[src/rtl/rgpl_pkg.sv]
package rgpl_pkg;

    // Fixed field widths of the block's payload.
    localparam int COORD_W    = 32;
    localparam int CELL_W     = 18;
    localparam int TOL_W      = 31;
    localparam int COUNT_RAW_W = 7;
    localparam int CFG_IDX_W  = 3;
    localparam int CFG_DATA_W = 32;

    // Operation codes carried by an input item.
    localparam logic OP_LOAD   = 1'b0;
    localparam logic OP_LOCATE = 1'b1;

    // Configuration register indexes.
    localparam logic [CFG_IDX_W-1:0] CFG_GRID_DIMENSION = 3'd0;
    localparam logic [CFG_IDX_W-1:0] CFG_NODES_ON_X     = 3'd1;
    localparam logic [CFG_IDX_W-1:0] CFG_NODES_ON_Y     = 3'd2;
    localparam logic [CFG_IDX_W-1:0] CFG_NODES_ON_Z     = 3'd3;
    localparam logic [CFG_IDX_W-1:0] CFG_TOLERANCE      = 3'd4;

    typedef struct packed {
        logic               operation;
        logic [1:0]         axis;
        logic [5:0]         node_index;
        logic [COORD_W-1:0] node_coord;
        logic [COORD_W-1:0] pos_x;
        logic [COORD_W-1:0] pos_y;
        logic [COORD_W-1:0] pos_z;
    } t_in;

    typedef struct packed {
        logic              found;
        logic [CELL_W-1:0] cell_index;
    } t_out;

    // Search status of one axis as a query travels down the chain.
    typedef struct packed {
        logic done;
        logic zero_ok;
    } t_axis_flags;

endpackage

[src/rtl/rgpl_cell.sv]
module rgpl_cell #(
    parameter int MAX_NODES  = 64,
    parameter int AXES       = 3,
    parameter int CELL_INDEX = 0
) (
    input  logic                                     i_clk,
    input  logic                                     i_rst_n,
    input  logic                                     i_wr_en,
    input  logic [1:0]                               i_wr_axis,
    input  logic [5:0]                               i_wr_index,
    input  logic [rgpl_pkg::COORD_W-1:0]             i_wr_coord,
    input  logic [AXES-1:0][$clog2(MAX_NODES+1)-1:0] i_count,
    input  logic [rgpl_pkg::TOL_W-1:0]               i_tol,
    input  logic                                     i_valid,
    input  logic [AXES-1:0][rgpl_pkg::COORD_W-1:0]   i_pos,
    input  rgpl_pkg::t_axis_flags [AXES-1:0]         i_flags,
    input  logic [AXES-1:0][$clog2(MAX_NODES)-1:0]   i_k,
    output logic                                     o_valid,
    output logic [AXES-1:0][rgpl_pkg::COORD_W-1:0]   o_pos,
    output rgpl_pkg::t_axis_flags [AXES-1:0]         o_flags,
    output logic [AXES-1:0][$clog2(MAX_NODES)-1:0]   o_k
);

    localparam int KW = $clog2(MAX_NODES);
    localparam int NW = $clog2(MAX_NODES + 1);
    localparam logic [KW-1:0] MY_K = KW'(CELL_INDEX);
    localparam logic [NW-1:0] MY_N = NW'(CELL_INDEX);

    logic [AXES-1:0][rgpl_pkg::COORD_W-1:0] r_coord;
    logic                                   r_valid;
    logic [AXES-1:0][rgpl_pkg::COORD_W-1:0] r_pos;
    rgpl_pkg::t_axis_flags [AXES-1:0]       r_flags;
    logic [AXES-1:0][KW-1:0]                r_k;
    rgpl_pkg::t_axis_flags [AXES-1:0]       n_flags;
    logic [AXES-1:0][KW-1:0]                n_k;

    // Node store slice: this cell keeps node CELL_INDEX of every axis.
    always_ff @(posedge i_clk) begin
        for (int a = 0; a < AXES; a++) begin
            if (i_wr_en && int'(i_wr_axis) == a && int'(i_wr_index) == CELL_INDEX) begin
                r_coord[a] <= i_wr_coord;
            end
        end
    end

    always_comb begin
        logic                        ge;
        logic                        hit;
        logic [rgpl_pkg::COORD_W:0]  diff;
        for (int a = 0; a < AXES; a++) begin
            ge   = $signed(r_coord[a]) >= $signed(i_pos[a]);
            hit  = !i_flags[a].done && (MY_N < i_count[a]) && ge;
            diff = {r_coord[a][rgpl_pkg::COORD_W-1], r_coord[a]}
                 - {i_pos[a][rgpl_pkg::COORD_W-1], i_pos[a]};
            n_flags[a].done    = i_flags[a].done | hit;
            n_flags[a].zero_ok = i_flags[a].zero_ok;
            if (CELL_INDEX == 0 && hit) begin
                // The first node may admit a point slightly below it.
                n_flags[a].zero_ok = (r_coord[a] == i_pos[a])
                                  || (diff < (rgpl_pkg::COORD_W + 1)'(i_tol));
            end
            n_k[a] = hit ? MY_K : i_k[a];
        end
    end

    always_ff @(posedge i_clk) begin
        if (!i_rst_n) begin
            r_valid <= 1'b0;
        end else begin
            r_valid <= i_valid;
        end
    end

    always_ff @(posedge i_clk) begin
        r_pos   <= i_pos;
        r_flags <= n_flags;
        r_k     <= n_k;
    end

    assign o_valid = r_valid;
    assign o_pos   = r_pos;
    assign o_flags = r_flags;
    assign o_k     = r_k;

endmodule

[config.mk]
export PLATFORM = sky130hd
export DESIGN_NAME = rgpl_cell
export DESIGN_NICKNAME = d
export VERILOG_FILES = /design/src/rtl/rgpl_pkg.sv /design/src/rtl/rgpl_cell.sv
export SDC_FILE = /design/constraint.sdc
export NUM_CORES = 1
export LEC_CHECK = 0
export BUFFER_PORTS_ARGS = -buffer_cell sky130_fd_sc_hd__buf_2
export CAP_MARGIN = 40
export CORE_UTILIZATION = 35
export CTS_CLUSTER_DIAMETER = 200
export DETAILED_ROUTE_END_ITERATION = 10
export GPL_TIMING_DRIVEN = 0
export PLACE_DENSITY = 0.55
export SLEW_MARGIN = 20
export SYNTH_ARGS = -nofsm -noshare
export SYNTH_HDL_FRONTEND = slang
export SYNTH_SLANG_ARGS = --single-unit
[constraint.sdc]
create_clock -name i_clk -period 6.8 [get_ports i_clk]
set_input_delay 0.68 -clock i_clk [delete_from_list [all_inputs] [get_ports i_clk]]
set_output_delay 0.68 -clock i_clk [all_outputs]
set_load 0.05 [all_outputs]
# Yosys cells after proc, flatten, opt, wreduce, memory -nomap -nowiden
# Index checks and enable logic that the tools add are counted.
word_totals:
  inputBits: 216
  register_bits: 217
  elab_cells: 59
  output_inout_bits: 121
op_classes:
  order_cmp: 9
  n_eq_ne: 5
  addsub: 3
  bitwise: 3
  mux: 3
  reduce_logical: 20
op_table:
  columns: ["cell", "count"]
  rows:
  - ["$lt 33x31->1", 3]
  - ["$sub 32x32->33", 3]
  - ["$eq 32x32->1", 3]
  - ["$ge 32x32->1", 3]
  - ["$lt 1x7->1 const A", 3]
  - ["$logic_and 1x1->1", 12]
  - ["$logic_not 6->1", 1]
  - ["$eq 2x2->1 const B", 2]
  - ["$logic_not 1->1", 3]
  - ["$logic_or 1x1->1", 3]
  - ["$mux 1", 3]
  - ["$or 1x1->1", 3]
  - ["$logic_not 2->1", 1]

# Longest topological paths before layout
depth:
  depth_word: 4
  mapped_depth: 22
  ltp_nobuf: 22

# Worst setup path after synthesis
# Ideal clock, no wire load.
synth_timing:
  kind: "input port to flip-flop"
  startpoint: "input port i_pos[64] (netlist name)"
  endpoint: "register r_flags (netlist bit o_flags[4])"
  path_slack_ns: 2.225
  setup_ns: 0.122
  arrival_ns: 4.453
  stages: 19
  n_path_buf: 0
  required_ns: 6.678
  cell_sequence: "ha_1 -> fa_1 -> nor2b_1 -> o31a_1 -> o31a_1 -> o2111ai_1 -> a2111oi_0 -> o32a_1 -> a21o_1 -> a21oi_1 -> xnor2_1 -> ha_1 -> o21ai_0 -> nor4_1 -> o21a_1 -> a311oi_1 -> a22o_1 -> o311a_1 -> o32a_1"
synth_lines:
  columns: ["element", "line_no", "source"]
  rows:
  - ["start: declaration", "rgpl_cell.sv:15", "input logic [AXES-1:0][rgpl_pkg::COORD_W-1:0] i_pos,"]
  - ["end signal: assignment", "rgpl_cell.sv:76", "r_flags <= n_flags;"]
  - ["end: declaration", "rgpl_cell.sv:32", "rgpl_pkg::t_axis_flags [AXES-1:0] r_flags;"]

==> results.ini <==
[power_and_ir_drop]
p_per_area_nw_per_um2 = 220.9
leakagePower_nw = 7.830
p_total_mw = 3.592
ir_worst_vdd_v = 0.0002035

[route]
wire_per_inst_microns = 18.10
dr.max_layer_used = met5
wl_met3_microns = 1864
drtPass1Iterations = 5
drt_wl_total_microns = 39360
num_vias = 10860
drc = 0
route.met2.wl_microns = 17690
first_iter_violations = 654
vias_per_cell = 4.997
met1_length_microns = 18620
ant_nets = 0

[final_layout]
syn_to_final_growth_pct = 25.06
drive_above_1_share = 0.2474
nets = 2092
diodes = 0
instances_no_fill = 2174

[die]
initial_core_util = 0.3552
ios = 337
die_h_microns = 194.8
coreArea_sq_um = 36610
dieArea_sq_um = 37930
fp.dieW_microns = 194.8
row_count = 70

[global_routing]
grt_max_degree = 14
grt_pass1_vias = 10670
antenna_found_initial = 1
grt_pass1_wl_microns = 59820
grt_use_total = 0.2041
grt_overflow = 0

[synthesis]
syn_area_sq_um = 13000
synth-edff-count = 96
yosys_warnings = 0
seq_area_frac_synth = 0.4079
syn_area_per_cell_sq_um = 9.935
postSynthCellCount = 1309
ys_seq_elements = 217
yosysUniqueCellTypes = 81
ys.flop_type = dfxtp_1
async_reset_ff_frac = 0
synth_fp_nets = 1714

[status]
status = completed

[sta]
rsz0062_at_grt = no
max_freq_ghz = 0.1849
final-setup-viol-count = 0
hold_viol_final = 0
final_max_slew_viol_count = 0
setup_tns_ns = 0
finalHoldWorstSlack_ns = 0.2443
setup_slack_ns = 1.392
period_share = 0.7954
slew_headroom = 0.4868
fin_crit_ns = 5.408
tightest_slew_ns = 0.7504
fin_skew_ns = 0.01443

[clocking]
h-tree-depth = 1
cts_buffers = 26
clock_latency_ns = 0.55
clkSlewWorstSetupHoldPaths_ns = 0.07
cts_buffer_depth = 3
cts_tree = yes
clkSinkCount = 217
ctsResizeCount = 0
cts-root-buf = clkbuf_16
cts-hold-fix-buffers = 0
cts_setup_buffers = 0

[setup_path]
crit_arrival_ns = 5.85
worstPathRequired_ns = 7.24
startpoint_type = flip-flop
critPathMaxFanout = 4
cp-end-kind = flip-flop
crit_type = flip-flop to flip-flop

[place]
dp_slack_ns = 1.041
place_congestion = 0.8791
io_buffers = 336
dp_hpwl_microns = 33080
post-place-cells = 2127

[hold_path]
min_path_type = primary input to flip-flop

[job]
maxCapViolCount = 0

[worst paths after layout]
path,startpoint,end,slack (ns),cells after the start
worst max register to register,r_coord[64]$_DFFE_PP_,o_flags[4]$_DFF_P_,1.39,21
worst max-delay path,r_coord[64]$_DFFE_PP_,o_flags[4]$_DFF_P_,1.39,21
worst min register to register,r_coord[63]$_DFFE_PP_,o_flags[2]$_DFF_P_,0.86,3
worst min-delay path,i_pos[39],o_pos[39]$_DFF_P_,0.24,1
[through the flow]
| stage | util | cell area, sq um |
|---|---|---|
| after global routing | 0.4443 | 16260 |
| after floorplan | - | 13010 |
| after detailed placement | 0.4204 | 15390 |
| final | 0.4443 | 16260 |
| after CTS | 0.4443 | 16260 |
| after global placement | 0.4172 | 15270 |
[flip-flops by register name, summed over array words and instances, names as in the netlist]
register and flops:
o_valid 1, o_pos 96, r_coord 96, o_k 18, o_flags 6
[power breakdown]
group	internal (mW)	total, mW	switching, mW
Clock	0.832	1.41	0.577
Combinational	0.281	0.771	0.490
Sequential	1.40	1.41	0.00957
[cell usage after synthesis, types with 9 or more instances]
library cell	instances	area share
ha_1	186	0.18
and2_1	9	0.0043
nand3_1	26	0.010
nor2b_1	32	0.015
nor3_1	14	0.0054
o31a_1	11	0.0074
xor2_1	30	0.020
edfxtp_1	96	0.22
xnor2_1	49	0.033
nor2_1	72	0.021
nand2b_1	23	0.011
nand4_1	22	0.011
a211oi_1	15	0.0087
o21a_1	23	0.013
o21ai_0	56	0.022
a21oi_1	96	0.037
inv_1	148	0.043
a31oi_1	10	0.0048
dfxtp_1	121	0.19
o21bai_1	9	0.0052
nand2_1	62	0.018
nor4_1	11	0.0053
a21o_1	50	0.029
[worst max-delay path: stages, from the launching register on]
cell       delay [ns]
edfxtp_1         0.32
inv_1            0.04
ha_1             0.21
fa_1             0.41
nor2b_1          0.21
o31a_1           0.26
o31a_1           0.26
o2111ai_1        0.19
a2111oi_0        0.49
buf_1            0.22
o32a_1           0.32
a21o_1           0.16
a21oi_1          0.07
xnor2_1          0.15
ha_1             0.29
o21ai_0          0.16
nor4_1           0.52
o21a_1           0.20
a311oi_1         0.07
a22o_1           0.31
o311a_1          0.13
o32a_1           0.32
[final cells by class]
type | count | area (sq um)
sequential | 217 | 5305
multi-input combinational | 933 | 7089
clock buffer | 38 | 810.8
fill | 3621 | 20350
clock inverter | 9 | 63.81
buffer | 11 | 70.07
tap | 468 | 585.6
timing repair buffer | 350 | 1784
inverter | 148 | 555.5
[routing by layer]
layer	track usage	vias up
li1	-	5511
met1	0.2803	4993
met2	0.3263	297
met3	0.03349	60
met4	0.06503	2
met5	0	-
[layout by cell type, fill, tap and decap left out, types with 32 or more instances in the layout]
master    instances
buf_2           339
inv_1           148
dfxtp_1         121
edfxtp_1         96
o21ai_0          56
xnor2_1          49
a21o_1           50
a21oi_1          96
nor2b_1          32
ha_1            186
nand2_1          62
nor2_1           72
[logic make-up after synthesis]
group / synth area share
AO/OA/AOI/OAI: 0.1826
AND/OR/NAND/NOR: 0.1246
flip-flops: 0.4079
adder cells (fa/ha/maj): 0.1836
buffers and inverters: 0.04810
XOR/XNOR: 0.05320
(Power assumes the default switching activity.)
