$ cat src/rtl/rgpl_pkg.sv
package rgpl_pkg;

    // Fixed field widths of the block's payload.
    localparam int COORD_W    = 32;
    localparam int CELL_W     = 18;
    localparam int TOL_W      = 31;
    localparam int COUNT_RAW_W = 7;
    localparam int CFG_IDX_W  = 3;
    localparam int CFG_DATA_W = 32;

    // Operation codes carried by an input item.
    localparam logic OP_LOAD   = 1'b0;
    localparam logic OP_LOCATE = 1'b1;

    // Configuration register indexes.
    localparam logic [CFG_IDX_W-1:0] CFG_GRID_DIMENSION = 3'd0;
    localparam logic [CFG_IDX_W-1:0] CFG_NODES_ON_X     = 3'd1;
    localparam logic [CFG_IDX_W-1:0] CFG_NODES_ON_Y     = 3'd2;
    localparam logic [CFG_IDX_W-1:0] CFG_NODES_ON_Z     = 3'd3;
    localparam logic [CFG_IDX_W-1:0] CFG_TOLERANCE      = 3'd4;

    typedef struct packed {
        logic               operation;
        logic [1:0]         axis;
        logic [5:0]         node_index;
        logic [COORD_W-1:0] node_coord;
        logic [COORD_W-1:0] pos_x;
        logic [COORD_W-1:0] pos_y;
        logic [COORD_W-1:0] pos_z;
    } t_in;

    typedef struct packed {
        logic              found;
        logic [CELL_W-1:0] cell_index;
    } t_out;

    // Search status of one axis as a query travels down the chain.
    typedef struct packed {
        logic done;
        logic zero_ok;
    } t_axis_flags;

endpackage

$ cat src/rtl/rgpl_combine.sv
module rgpl_combine #(
    parameter int MAX_NODES = 64,
    parameter int AXES      = 3
) (
    input  logic                                     i_clk,
    input  logic                                     i_rst_n,
    input  logic                                     i_valid,
    input  rgpl_pkg::t_axis_flags [AXES-1:0]         i_flags,
    input  logic [AXES-1:0][$clog2(MAX_NODES)-1:0]   i_k,
    input  logic [AXES-1:0][$clog2(MAX_NODES+1)-1:0] i_count,
    input  logic [1:0]                               i_dim,
    output logic                                     o_strobe,
    output rgpl_pkg::t_out                           o_result
);

    localparam int CW = rgpl_pkg::CELL_W;

    logic [2:0]          w_ok;
    logic [2:0][CW-1:0]  w_cell;
    logic [1:0][CW-1:0]  w_span;
    logic                w_found;
    logic [2*CW-1:0]     w_prod_a;
    logic [2*CW-1:0]     w_prod_b;

    logic                r_a_valid;
    logic                r_a_found;
    logic [CW-1:0]       r_a_cx;
    logic [CW-1:0]       r_a_span;
    logic [CW-1:0]       r_a_h;
    logic                r_strobe;
    rgpl_pkg::t_out      r_result;

    for (genvar ga = 0; ga < 3; ga++) begin : g_axis
        if (ga < AXES) begin : g_used
            logic w_in_use;
            assign w_in_use = ga < int'(i_dim);
            assign w_ok[ga] = !w_in_use || (i_flags[ga].done
                            && (i_k[ga] != '0 || i_flags[ga].zero_ok));
            assign w_cell[ga] = (!w_in_use || i_k[ga] == '0) ? '0
                              : CW'(i_k[ga]) - CW'(1);
            if (ga < 2) begin : g_span
                assign w_span[ga] = CW'(i_count[ga]) - CW'(1);
            end
        end else begin : g_absent
            assign w_ok[ga]   = 1'b1;
            assign w_cell[ga] = '0;
            if (ga < 2) begin : g_span
                assign w_span[ga] = '0;
            end
        end
    end

    assign w_found  = &w_ok;
    // Horner form: index = cx + span_x * (cy + span_y * cz), kept to 18 bits.
    assign w_prod_a = w_span[1] * w_cell[2];
    assign w_prod_b = r_a_span * r_a_h;

    always_ff @(posedge i_clk) begin
        if (!i_rst_n) begin
            r_a_valid <= 1'b0;
            r_strobe  <= 1'b0;
        end else begin
            r_a_valid <= i_valid;
            r_strobe  <= r_a_valid;
        end
    end

    always_ff @(posedge i_clk) begin
        r_a_found           <= w_found;
        r_a_cx              <= w_cell[0];
        r_a_span            <= w_span[0];
        r_a_h               <= w_cell[1] + w_prod_a[CW-1:0];
        r_result.found      <= r_a_found;
        r_result.cell_index <= r_a_found ? (r_a_cx + w_prod_b[CW-1:0]) : '0;
    end

    assign o_strobe = r_strobe;
    assign o_result = r_result;

endmodule

$ cat config.mk
export PLATFORM = sky130hd
export DESIGN_NAME = rgpl_combine
export DESIGN_NICKNAME = d
export VERILOG_FILES = /design/src/rtl/rgpl_pkg.sv /design/src/rtl/rgpl_combine.sv
export SDC_FILE = /design/constraint.sdc
export NUM_CORES = 1
export LEC_CHECK = 0
export ABC_AREA = 1
export BUFFER_PORTS_ARGS = -buffer_cell sky130_fd_sc_hd__buf_2
export CAP_MARGIN = 15
export CORE_ASPECT_RATIO = 0.75
export CORE_MARGIN = 4
export CORE_UTILIZATION = 35
export DETAILED_ROUTE_END_ITERATION = 12
export GPL_TIMING_DRIVEN = 0
export PLACE_DENSITY = 0.48
export SLEW_MARGIN = 20
export SYNTH_ARGS = -nofsm -noshare
export SYNTH_HDL_FRONTEND = slang
export SYNTH_SLANG_ARGS = --single-unit
export TNS_END_PERCENT = 10
$ cat constraint.sdc
create_clock -name i_clk -period 6.6 [get_ports i_clk]
set_input_delay 0 -clock i_clk [delete_from_list [all_inputs] [get_ports i_clk]]
set_output_delay 0 -clock i_clk [all_outputs]
set_load 0.02 [all_outputs]
; ---- After elaboration in Yosys (flattened, before gate mapping)
; Index checks and enable logic that the tools add are counted.
[word_totals]
register_bits = 66
inputBits = 50
output_inout_bits = 20
elab_cells = 44
[op_classes]
addsub = 7
multipliers = 2
magnitude_cmp = 3
mux = 2
n_reduce_logical = 22
[ops]
columns = cell, count
row1 = $add 18x18->18, 2
row2 = $mul 8x18->18, 2
row3 = $mux 18, 2
row4 = $sub 6x1->7 const B, 3
row5 = $logic_not 6->1, 3
row6 = $reduce_bool 6->1, 3
row7 = $sub 7x1->8 const B, 2
row8 = $logic_or 1x1->1, 9
row9 = $lt 1x2->1 const A, 2
row10 = $logic_and 1x1->1, 3
row11 = $logic_not 1->1, 3
row12 = $reduce_and 3->1, 1
row13 = $lt 2x2->1 const A, 1

; ---- Depth between registers and ports, before layout
; Gate-level depths: netlist (run 1).
[depth]
ltp_word = 6
ltp_mapped = 26

; ---- Worst setup path after synthesis (run 1)
; Ideal clock, no wire load.
[synth_path]
path_kind = input to register
from = in i_k[12] (netlist bit)
to = reg r_a_h[15]
t_arrival_ns = 4.603
required_time_ns = 6.480
setup_slack_ns = 1.878
cell_stages = 24
n_path_buf = 0
cell_sequence = inv_1 -> ha_1 -> inv_1 -> or2_2 -> a21oi_2 -> inv_1 -> or2_1 -> fa_1 -> fa_1 -> inv_1 -> fa_1 -> fa_1 -> inv_1 -> fa_1 -> inv_1 -> ha_1 -> nand2_1 -> nor2_1 -> nand2_1 -> nand2_1 -> a21boi_1 -> o21ai_0 -> nand2_1 -> nand2_1
[synth_via]
elab_chain_cells = 5
elab_cells_between_ends = 6
cone_classes = add/sub: 2 / mul: 1 / mux: 1 / reduce/logical: 2
[synth_lines]
columns = element, line_no
row1 = from (decl), rgpl_combine.sv:9  ; input logic [AXES-1:0][$clog2(MAX_NODES)-1:0] i_k,
row2 = "parallel branches: the longest is 2 deep, another holds $sub 6x1->7", -
row3 = $mux 18 (*), rgpl_combine.sv:39  ; assign w_cell[ga] = (!w_in_use || i_k[ga] == '0) ? '0
row4 = $mul 8x18->18 (*), rgpl_combine.sv:55  ; assign w_prod_a = w_span[1] * w_cell[2];
row5 = $add 18x18->18 (*), rgpl_combine.sv:72  ; r_a_h <= w_cell[1] + w_prod_a[CW-1:0];
row6 = to (signal assigned), rgpl_combine.sv:72
row7 = to (decl), rgpl_combine.sv:29  ; logic [CW-1:0] r_a_h;
; Every way passes the cells marked *.
; A chain may end at the register's enable or synchronous reset.

; ---- Worst setup path in the final report (run 1)
[layout_path]
from = reg, netlist name r_a_span[7]
to = reg r_result (netlist bit o_result[16])
[layout_via]
elab_chain_cells = 2
[layout_lines]
columns = element, line_no
row1 = $mul 8x18->18, rgpl_combine.sv:56  ; assign w_prod_b = r_a_span * r_a_h;
row2 = $add 18x18->18, rgpl_combine.sv:74  ; r_result.cell_index <= r_a_found ? (r_a_cx + w_prod_b[CW-1:0]) : '0;
row3 = to (decl), rgpl_combine.sv:31  ; rgpl_pkg::t_out r_result;
; No other way between the ends.

==> results of run 1 <==
## cell families after synthesis
group                      Yosys count  share of synthesized area, %
adders and majority gates          237                          47.7
other                                1                        0.0435
DFF                                 55                          12.8
xor gates and xnor gates            29                          2.95
buffers and inverters              298                          13.2
AOI/OAI and AO/OA                   68                          4.37
and+or+nand+nor                    393                          19.0
## power groups by stage
stage / sequential, W / clock (W) / combinational, W
final: 0.000428 / 0.000290 / 0.00264
after global routing: 0.000436 / 0.000318 / 0.00311
after global placement: 0.000437 / 0 / 0.00264
after detailed placement: 0.000437 / 0 / 0.00261
after CTS: 0.000429 / 0.000306 / 0.00267
after floorplan: 0.000481 / 0 / 0.00198
## worst reg2reg max path, cell delays in order (launching register included)
cell      delay (ns)
dfxtp_1         0.56
clkbuf_1        0.48
nand2_1         0.16
fa_1            0.55
fa_1            0.55
inv_1           0.05
fa_1            0.50
fa_1            0.57
fa_1            0.42
ha_1            0.39
a21oi_1         0.23
o21ai_0         0.26
nand3_1         0.14
nand4_1         0.14
o21ai_0         0.18
a21oi_1         0.06
## metal layers
layer	global-route usage (%)	up-vias	wire length (um)
met3	2.16	10	666
met2	22.7	92	7540
li1	-	3336	-
met5	0	-	0
met1	22.7	3092	10100
met4	1.92	0	131
## registers in the layout, summed over array words and instances (netlist names)
signal / cells
o_result: 19
r_a_h: 18
r_a_span: 8
r_a_cx: 7
o_strobe: 1
r_a_found: 1
r_a_valid: 1
## synthesized netlist by cell type
master    number  area share, %
a21o_1         2           0.17
nand4_1        2           0.15
ha_1          85             12
nor2_2         3           0.22
fa_1         152             35
a21oi_2        1           0.10
inv_2          4           0.17
nand2_2        9           0.65
nor3_1         7           0.41
a31o_2         1           0.10
a31oi_1        1          0.073
nor3_4         2           0.38
nand2_1      246             11
dfxtp_1       55             13
nand3_2        3           0.35
o211ai_1       1          0.087
buf_4          3           0.26
or2_2          9           0.65
clkinv_1       2          0.087
o21ai_0       20            1.2
a21oi_1       35            2.0
nand3_1       28            1.6
nor2_1        79            3.4
a21boi_1       1          0.087
o31ai_1        1          0.087
xor2_1        15            1.5
conb_1         1          0.044
buf_2          1          0.058
inv_1        269             12
xnor2_1       14            1.4
a22o_1         1           0.10
or3_1          1          0.073
clkbuf_1      18           0.78
buf_6          1           0.13
nand3b_1       1          0.087
o21a_1         3           0.26
a221oi_1       1           0.10
or2_1          3           0.22
## through the flow
step	hold WS (ns)	util [%]
2_1_floorplan	0.0724	-
3_3_place_gp	0.182	38.8
3_5_place_dp	0.185	38.8
4_1_cts	0.0106	40.1
5_1_grt	0.0225	40.1
6_report	0.0225	40.1
## worst max-delay path by stage
stage / startpoint / end / slack [ns] / cells past startpoint
after floorplan: i_k[12] / r_a_h[15] / 1.88 / 24
after global placement: i_k[12] / r_a_h[16] / 1.28 / 22
after detailed placement: i_k[12] / r_a_h[16] / 1.30 / 22
after CTS: r_a_span[7] / o_result[16] / 1.32 / 15
after global routing: r_a_span[7] / o_result[16] / 0.98 / 15
final: r_a_span[7] / o_result[16] / 1.25 / 15
## layout make-up
cell class	instances	area, um^2
Fill cell	2580	14400
Multi-Input combinational cell	728	6370
Sequential cell	55	1100
Inverter	275	1030
Timing Repair Buffer	80	490
Tap cell	331	414
Clock buffer	5	125
Buffer	23	106
Clock inverter	3	28.8
==> reports/metrics.csv, run 1 <==
metric,value,unit
RSZ-0062 raised after global routing,false,
FF-to-FF End,o_result[16],
Cell Rows,49,
library cells used by synthesis,38,
sw frac,53.8,%
Placer Congestion,0.799,
CTS Hold Bufs,18,
Final Power,0.00336,W
"Reg clk slew, reported paths",0.08,ns
vias in the first global route,6726,
CP cell instances,clkbuf_1 > nand2_1 > fa_1 > fa_1 > inv_1 > fa_1 > fa_1 > fa_1 > ha_1 > a21oi_1 > o21ai_0 > nand3_1 > nand4_1 > o21ai_0 > a21oi_1,
Final min period,5.35,ns
Longest Clk Path Bufs,2,
Fin Setup TNS,0,ns
DR DRC count,0,
CTS H-tree lvls,2,
die width,189,um
Worst Tran Pin Value,0.789,ns
count of final hold-check violations,0,
grt ovf,0,
I/O Buffers,62,
vias per cell,4.35,
Worst Hold Depth,4,
Max Slew Vio Count,0,
Worst Hold Class,in2reg,
core area,24100,um^2
"leading cell type in the layout, fill and taps excluded",inv_1,
DR WL/cell,12.3,um
RR Startpoint,r_a_span[7],
Seq pwr share,12.8,%
Gate power share,78.6,%
synthesized area per cell,7.97,um^2
period utilization,81.0,%
yosys warns,0,
1st-iter DRT viols,350,
Die Span Y,144,um
Syn Nets,1368,
ANT nets after route,0,
cell mode on critical path,fa_1,
Syn Inst Count,1081,
"non-filler cells, final",1500,
part of the power in the clock network,8.6,%
P_leak,5.50,nW
Setup crit end kind,flop,
maximum clock rate,187,MHz
CP Class,reg2reg,
Resize count post-CTS,0,
kind of start point of the critical path,flop,
Pre-Repair DR Iteration Count,4,
Rel. slew slack,47.4,%
Slowest cell on crit path,fa_1,
number of antenna violations at the first check in global routing,0,
sequential area share after synthesis,12.8,%
worst-skew pair later-pin latency,0.31,ns
CTS tree,yes,
Hold Path Sink,r_a_cx[1],
All-Layer GR Usage,14.8,%
Die ar.,27200,um^2
Initial Util,35.8,%
ratio of cells with drive above 1 in the final layout,9.15,%
Post-Place Setup Slack,1.30,ns
Int Power,0.00155,W
clock skew,0.00933,ns
Sw Pwr,0.00181,W
final worst setup slack,1.25,ns
number of max-cap violations,0,
r2r setup slk,1.25,ns
clock buffer count from CTS,5,
placed cells,1474,
CP required,6.80,ns
largest net degree at the start of global routing,21,
antenna diode count,0,
post-detail-place hpwl,15.9,mm
most frequent cells in the layout,"269 x inv_1, 246 x nand2_1, 152 x fa_1, 85 x ha_1, 79 x nor2_1",
IO Count,70,
"Net count, final",1455,
Worst Path Buf+Inv,2,
Yosys reg bits,55,
Root Buffer Master,clkbuf_16,
first-pass GRT wire length,32.8,mm
placed instance area,9340,um^2
R2R depth,15,
Max stage delay on crit path,0.57,ns
cell area after synthesis,8610,um^2
status,"complete, no violations",
final setup fails,0,
Post-CTS Setup Bufs,0,
DR vias,6530,
Final Cell Area,9670,um^2
Worst Path Arrival,5.55,ns
Pwr Density,347,nW/um^2
min-delay src,i_k[1],
final WL,18.4,mm
cell family with most CP delay,adder cells,
clk sinks,55,
CP max FO,10,
Max VDD drop,0.364,mV
P&R area growth vs syn,12.3,%
No activity file was read; power rests on OpenSTA's default activity.
==> run 2, diff against run 1 <==
Settings changed: ABC_AREA 1 to 0.
Clock period 6.6 ns to 5.4 ns, I/O delays scaled along.
==> reports/metrics.csv, run 2 <==
metric,value,unit,change
clk sinks,55,,unchanged
"non-filler cells, final",1279,,-15%
top sig layer,met4,,
final WL,17.6,mm,-4.3%
largest net degree at the start of global routing,20,,-4.8%
CP max FO,10,,unchanged
Yosys reg bits,55,,unchanged
I/O Buffers,62,,unchanged
Longest Clk Path Bufs,2,,unchanged
RSZ-0062 raised after global routing,true,,
yosys warns,0,,unchanged
synth top area cells,"fa_1 37%, dfxtp_1 13%, ha_1 13%",,
Worst Path Arrival,5.35,ns,-0.20 ns
Worst Tran Pin Value,0.800,ns,+0.0113 ns
CP required,5.58,ns,-1.22 ns
Seq pwr share,13.6,%,+0.8 points
number of filler cells placed in the layout,2425,,-6.0%
ANT nets after route,0,,unchanged
cell area after synthesis,8290,um^2,-3.7%
Int Power,0.00216,W,+39%
"Net count, final",1265,,-13%
"leading cell type in the layout, fill and taps excluded",inv_1,,
CP Class,reg2reg,,
clock skew,0.00534,ns,-0.00398 ns
P&R area growth vs syn,12.7,%,
library cells used by synthesis,44,,+16%
Syn Nets,1181,,-14%
period utilization,95.7,%,+15 points
"Reg clk slew, reported paths",0.08,ns,about the same
maximum clock rate,193,MHz,+3.4%
Worst Hold Class,in2reg,,
antenna diode count,0,,unchanged
Rel. slew slack,46.6,%,-0.75 points
clock buffer count from CTS,5,,unchanged
vias in the first global route,6266,,-6.8%
met3 WL post-DR,816,um,+23%
Post-CTS Setup Bufs,0,,unchanged
part of the power in the clock network,8.2,%,-0.4 points
M1 WL,9.40,mm,-6.7%
Largest register FFs,19,,unchanged
Pwr Density,458,nW/um^2,+32%
Die ar.,26300,um^2,-3.5%
die width,186,um,-1.8%
status,"complete, no violations",,
most numerous cell in the Yosys netlist,inv_1,,
Post-Place Setup Slack,-0.382,ns,-1.69 ns
Final Util,40.3,%,+0.18 points
All-Layer GR Usage,14.6,%,-0.19 points
Final min period,5.17,ns,-0.177 ns
Placer Congestion,0.812,,+1.6%
Root Buffer Master,clkbuf_16,,
most frequent cells in the layout,"176 x inv_1, 150 x fa_1, 86 x nand2_1, 85 x ha_1, 66 x nor2_1",,
post-synth top area share,36.7,%,+1.4 points
ratio of cells with drive above 1 in the final layout,9.91,%,+0.75 points
placed cells,1256,,-15%
Final Power,0.00429,W,+28%
Max VDD drop,0.486,mV,+34%
P_leak,4.76,nW,-13%
final setup fails,0,,unchanged
Initial Util,35.8,%,about the same
cell taking the most area after synthesis,fa_1,,
Setup crit end kind,flop,,
first-pass GRT wire length,31.1,mm,-5.2%
Post-synth top cells,"176 x inv_1, 152 x fa_1, 86 x nand2_1",,
final worst setup slack,0.230,ns,-1.02 ns
IO Count,70,,unchanged
CTS H-tree lvls,2,,unchanged
Pre-Repair DR Iteration Count,5,,+1
"EDFF count, synth",0,,unchanged
DR WL/cell,13.8,um,+12%
DR DRC count,0,,unchanged
Cell Rows,48,,-2.0%
number of antenna violations at the first check in global routing,0,,unchanged
"Primary FF master, synth",dfxtp_1,,
kind of start point of the critical path,flop,,
Die Span Y,141,um,-1.8%
number of max-cap violations,0,,unchanged
CTS tree,yes,,
worst-skew pair later-pin latency,0.31,ns,about the same
1st-iter DRT viols,240,,-31%
count of final hold-check violations,0,,unchanged
sequential area share after synthesis,13.3,%,+0.49 points
"FFs w/ async S/R, synth",0,%,unchanged
synthesized area per cell,9.28,um^2,+16%
Sw Pwr,0.00213,W,+18%
Max Slew Vio Count,0,,unchanged
Gate power share,78.2,%,-0.4 points
grt ovf,0,,unchanged
DR vias,5922,,-9.3%
Syn Inst Count,894,,-17%
sw frac,49.7,%,-4.1 points
final hold slack,0.0223,ns,-0.000247 ns
vias per cell,4.63,,+6.4%
post-detail-place hpwl,15.0,mm,-5.5%
core area,23200,um^2,-3.8%
Met2 Wirelength,7.27,mm,-3.5%
[run 2: routing by layer]
metal | up-vias | global-route usage [%]
met5 | - | 0
met2 | 95 | 21.6
met3 | 12 | 2.15
met1 | 2902 | 23.1
li1 | 2913 | -
met4 | 0 | 1.80
[run 2: layout make-up]
type	instances	area (um^2)	share of cell area, %
repair buffers	77	460	4.93
inverters	176	661	7.07
flip-flops and latches	55	1100	11.8
well taps	300	375	4.01
multi-input cells	649	6530	69.8
plain buffers	14	72.6	0.776
clock inverters	3	28.8	0.308
clock buffers	5	125	1.34
[run 2: kinds of logic (layout without fill, tap and decap cells)]
family | Yosys count | after routing | synth area share (%)
simple gates | 288 | 288 | 17.0
other cells | 1 | 1 | 0.0452
fa+ha+maj | 237 | 237 | 49.5
xor+xnor | 58 | 58 | 6.55
compound gates | 65 | 65 | 4.98
buf+inv | 190 | 275 | 8.67
flops | 55 | 55 | 13.3
[run 2: worst paths after layout]
kind | startpoint | slack [ns] | cells after the start | endpoint
setup / recovery | r_a_span[0] | 0.23 | 19 | o_result[14]
hold / removal | i_k[1] | 0.02 | 4 | r_a_cx[1]
setup reg to reg | r_a_span[0] | 0.23 | 19 | o_result[14]
hold reg to reg | r_a_valid | 0.44 | 1 | o_strobe
[run 2: critical path, stage by stage (launching register included)]
cell      delay [ns]
dfxtp_1         0.31
buf_2           0.25
clkbuf_4        0.30
nand2_1         0.10
fa_1            0.49
fa_1            0.52
inv_1           0.04
ha_1            0.27
inv_1           0.05
fa_1            0.52
inv_1           0.04
ha_1            0.29
ha_1            0.25
fa_1            0.42
a21o_1          0.20
a21oi_1         0.29
o21ai_1         0.19
a311oi_1        0.31
xnor2_1         0.16
nor2_1          0.05
[run 2: power groups by stage]
stage	clock (W)	sequential [W]	combinational [W]
after detailed placement	0	0.000592	0.00334
after global placement	0	0.000593	0.00336
after floorplan	0	0.000618	0.00260
after global routing	0.000389	0.000596	0.00397
after CTS	0.000369	0.000583	0.00340
final	0.000352	0.000582	0.00335
[run 2: repair_timing]
action,4_1_cts,5_1_grt
pin swaps,0,0
hold endpoints to repair,15,0
endpoints found under the setup margin,7,9
hold buffers,15,0
gates resized for setup,4,23
[run 2: stage by stage]
stage	cell area [um^2]	TNS, ns
after floorplan	8290	0
after global placement	8980	-1.74
after detailed placement	8980	-1.47
after CTS	9290	0
after global routing	9350	-0.179
final	9350	0
==> run 3, diff against run 2 <==
Settings changed: CORE_UTILIZATION 35 to 50, CTS_CLUSTER_DIAMETER set to 40, PLACE_DENSITY 0.48 to 0.66.
==> reports/metrics.csv, run 3 (synthesis gave the netlist of run 2 again) <==
metric,value,unit,change
status,"complete, no violations",,
Worst Path Arrival,5.28,ns,-0.07 ns
Rel. slew slack,55.4,%,+8.8 points
Worst Tran Pin Value,0.666,ns,-0.134 ns
maximum clock rate,196,MHz,+1.5%
grt ovf,0,,unchanged
ratio of cells with drive above 1 in the final layout,9.95,%,+0.041 points
period utilization,94.3,%,-1.4 points
placed instance area,8870,um^2,-1.3%
Worst Hold Depth,3,,-1
R2R depth,15,,-4
Final min period,5.09,ns,-0.0760 ns
number of filler cells placed in the layout,1457,,-40%
antenna diode count,0,,unchanged
CTS tree,yes,,
largest net degree at the start of global routing,21,,+5.0%
Final Cell Area,9210,um^2,-1.4%
Max Slew Vio Count,0,,unchanged
1st-iter DRT viols,310,,+29%
Pre-Repair DR Iteration Count,5,,unchanged
"leading cell type in the layout, fill and taps excluded",inv_1,,
most frequent cells in the layout,"175 x inv_1, 150 x fa_1, 86 x nand2_1, 85 x ha_1, 67 x nor2_1",,
CP required,5.59,ns,about the same
final setup fails,0,,unchanged
vias in the first global route,6270,,+0.064%
FF-to-FF End,o_result[17],,
P_leak,4.75,nW,-0.18%
Root Buffer Master,clkbuf_16,,
DR WL/cell,13.8,um,+0.24%
count of final hold-check violations,0,,unchanged
die width,157,um,-16%
I/O Buffers,62,,unchanged
CP max FO,5,,-5
RR Startpoint,r_a_span[7],,
Initial Util,51.3,%,+16 points
All-Layer GR Usage,19.5,%,+4.9 points
vias per cell,5.05,,+9.2%
clock buffer count from CTS,5,,unchanged
"Reg clk slew, reported paths",0.08,ns,about the same
number of antenna violations at the first check in global routing,0,,unchanged
r2r setup slk,0.32,ns,+0.09 ns
"Net count, final",1261,,-0.32%
clk sinks,55,,unchanged
core area,16200,um^2,-30%
Max VDD drop,0.699,mV,+44%
worst-skew pair later-pin latency,0.30,ns,about the same
Die Span Y,120,um,-15%
Worst Hold Class,in2reg,,
Post-CTS Setup Bufs,0,,unchanged
kind of start point of the critical path,input pin,,
post-detail-place hpwl,13.8,mm,-7.7%
DR vias,5990,,+1.1%
IO Count,70,,unchanged
P&R area growth vs syn,11.1,%,
number of max-cap violations,0,,unchanged
cell mode on critical path,inv_1,,
Pwr Density,464,nW/um^2,+1.3%
DR DRC count,0,,unchanged
CP Class,in2reg,,
Die ar.,18700,um^2,-29%
Cell Rows,40,,-17%
Longest Clk Path Bufs,2,,unchanged
Hold Path Sink,r_a_cx[3],,
first-pass GRT wire length,30.0,mm,-3.5%
final hold slack,0.00928,ns,-0.0130 ns
Max stage delay on crit path,0.72,ns,+0.20 ns
Setup crit end kind,flop,,
ANT nets after route,0,,unchanged
Final Power,0.00428,W,-0.14%
CP cell instances,buf_2 > inv_1 > ha_1 > nand3_1 > nand2_1 > or4_1 > fa_2 > inv_1 > fa_1 > inv_1 > fa_1 > inv_1 > fa_1 > ha_1 > ha_1 > a21o_1 > a21oi_1 > nand2_1 > o21ai_1 > o21ai_0 > xnor2_1,,
Largest register FFs,19,,unchanged
Slowest cell on crit path,fa_2,,
min-delay src,i_k[3],,
clock skew,0.00871,ns,+0.00337 ns
CTS H-tree lvls,2,,unchanged
final WL,16.4,mm,-7.1%
Placer Congestion,0.889,,+9.5%
[run 3: report_power, final]
group          leakage (nW)  switching, W  internal, W  total [W]
clock                0.0782      0.000173     0.000181   0.000354
combinational          4.21       0.00187      0.00148    0.00335
sequential            0.458     0.0000748     0.000505   0.000580
[run 3: critical path, delay by kind of cell]
| family | cells | cell delay [ns] |
|---|---|---|
| compound gates | 4 | 0.74 |
| buf+inv | 5 | 0.44 |
| xor+xnor | 1 | 0.14 |
| simple gates | 4 | 0.89 |
| fa+ha+maj | 7 | 3.04 |
[run 3: worst max path at each step]
stage	depth (start not counted)	end	slack (ns)	startpoint
global placement	21	r_a_h[17]	-0.29	i_k[16]
floorplan	20	r_a_h[17]	0.54	i_k[6]
detailed placement	21	r_a_h[17]	-0.31	i_k[17]
finish	21	r_a_h[17]	0.31	i_k[6]
CTS	19	o_result[14]	0.02	r_a_span[0]
global route	21	r_a_h[17]	-0.008	i_count[7]
[run 3: layer usage]
| metal | vias to the layer above | global-route usage, % | routed length [um] | share of wire (%) |
|---|---|---|---|---|
| met4 | 0 | 1.90 | 112 | 0.68 |
| li1 | 2906 | - | - | - |
| met5 | - | 0 | 0 | 0 |
| met3 | 10 | 4.00 | 1100 | 6.7 |
| met1 | 2922 | 29.9 | 8060 | 49 |
| met2 | 152 | 29.7 | 7090 | 43 |
[run 3: metrics by stage]
| stage | utilization (%) | cells | setup WS [ns] | TNS (ns) |
|---|---|---|---|---|
| after floorplan | - | 894 | 0.545 | 0 |
| after global placement | 54.9 | 1166 | -0.288 | -0.899 |
| after detailed placement | 54.9 | 1166 | -0.314 | -1.00 |
| after CTS | 56.7 | 1187 | 0.0249 | 0 |
| after global routing | 57.0 | 1185 | -0.00845 | -0.00845 |
| final | 57.0 | 1185 | 0.306 | 0 |
[run 3: cell type report]
| type | instances | area (um^2) | share of cell area (%) |
|---|---|---|---|
| buffer | 12 | 58.8 | 0.638 |
| clock buffer | 5 | 125 | 1.36 |
| multi-input combinational | 649 | 6530 | 70.9 |
| inverter | 176 | 664 | 7.21 |
| sequential | 55 | 1100 | 12.0 |
| tap | 210 | 263 | 2.85 |
| clock inverter | 3 | 31.3 | 0.339 |
| timing repair buffer | 75 | 440 | 4.78 |
[run 3: repair_timing]
item                                    4_1_cts  5_1_grt
cloned                                        0        0
endpoints found under the setup margin        2       13
hold buffers                                 13        0
gates resized for setup                       1       22
endpoints found under the hold margin        13        0
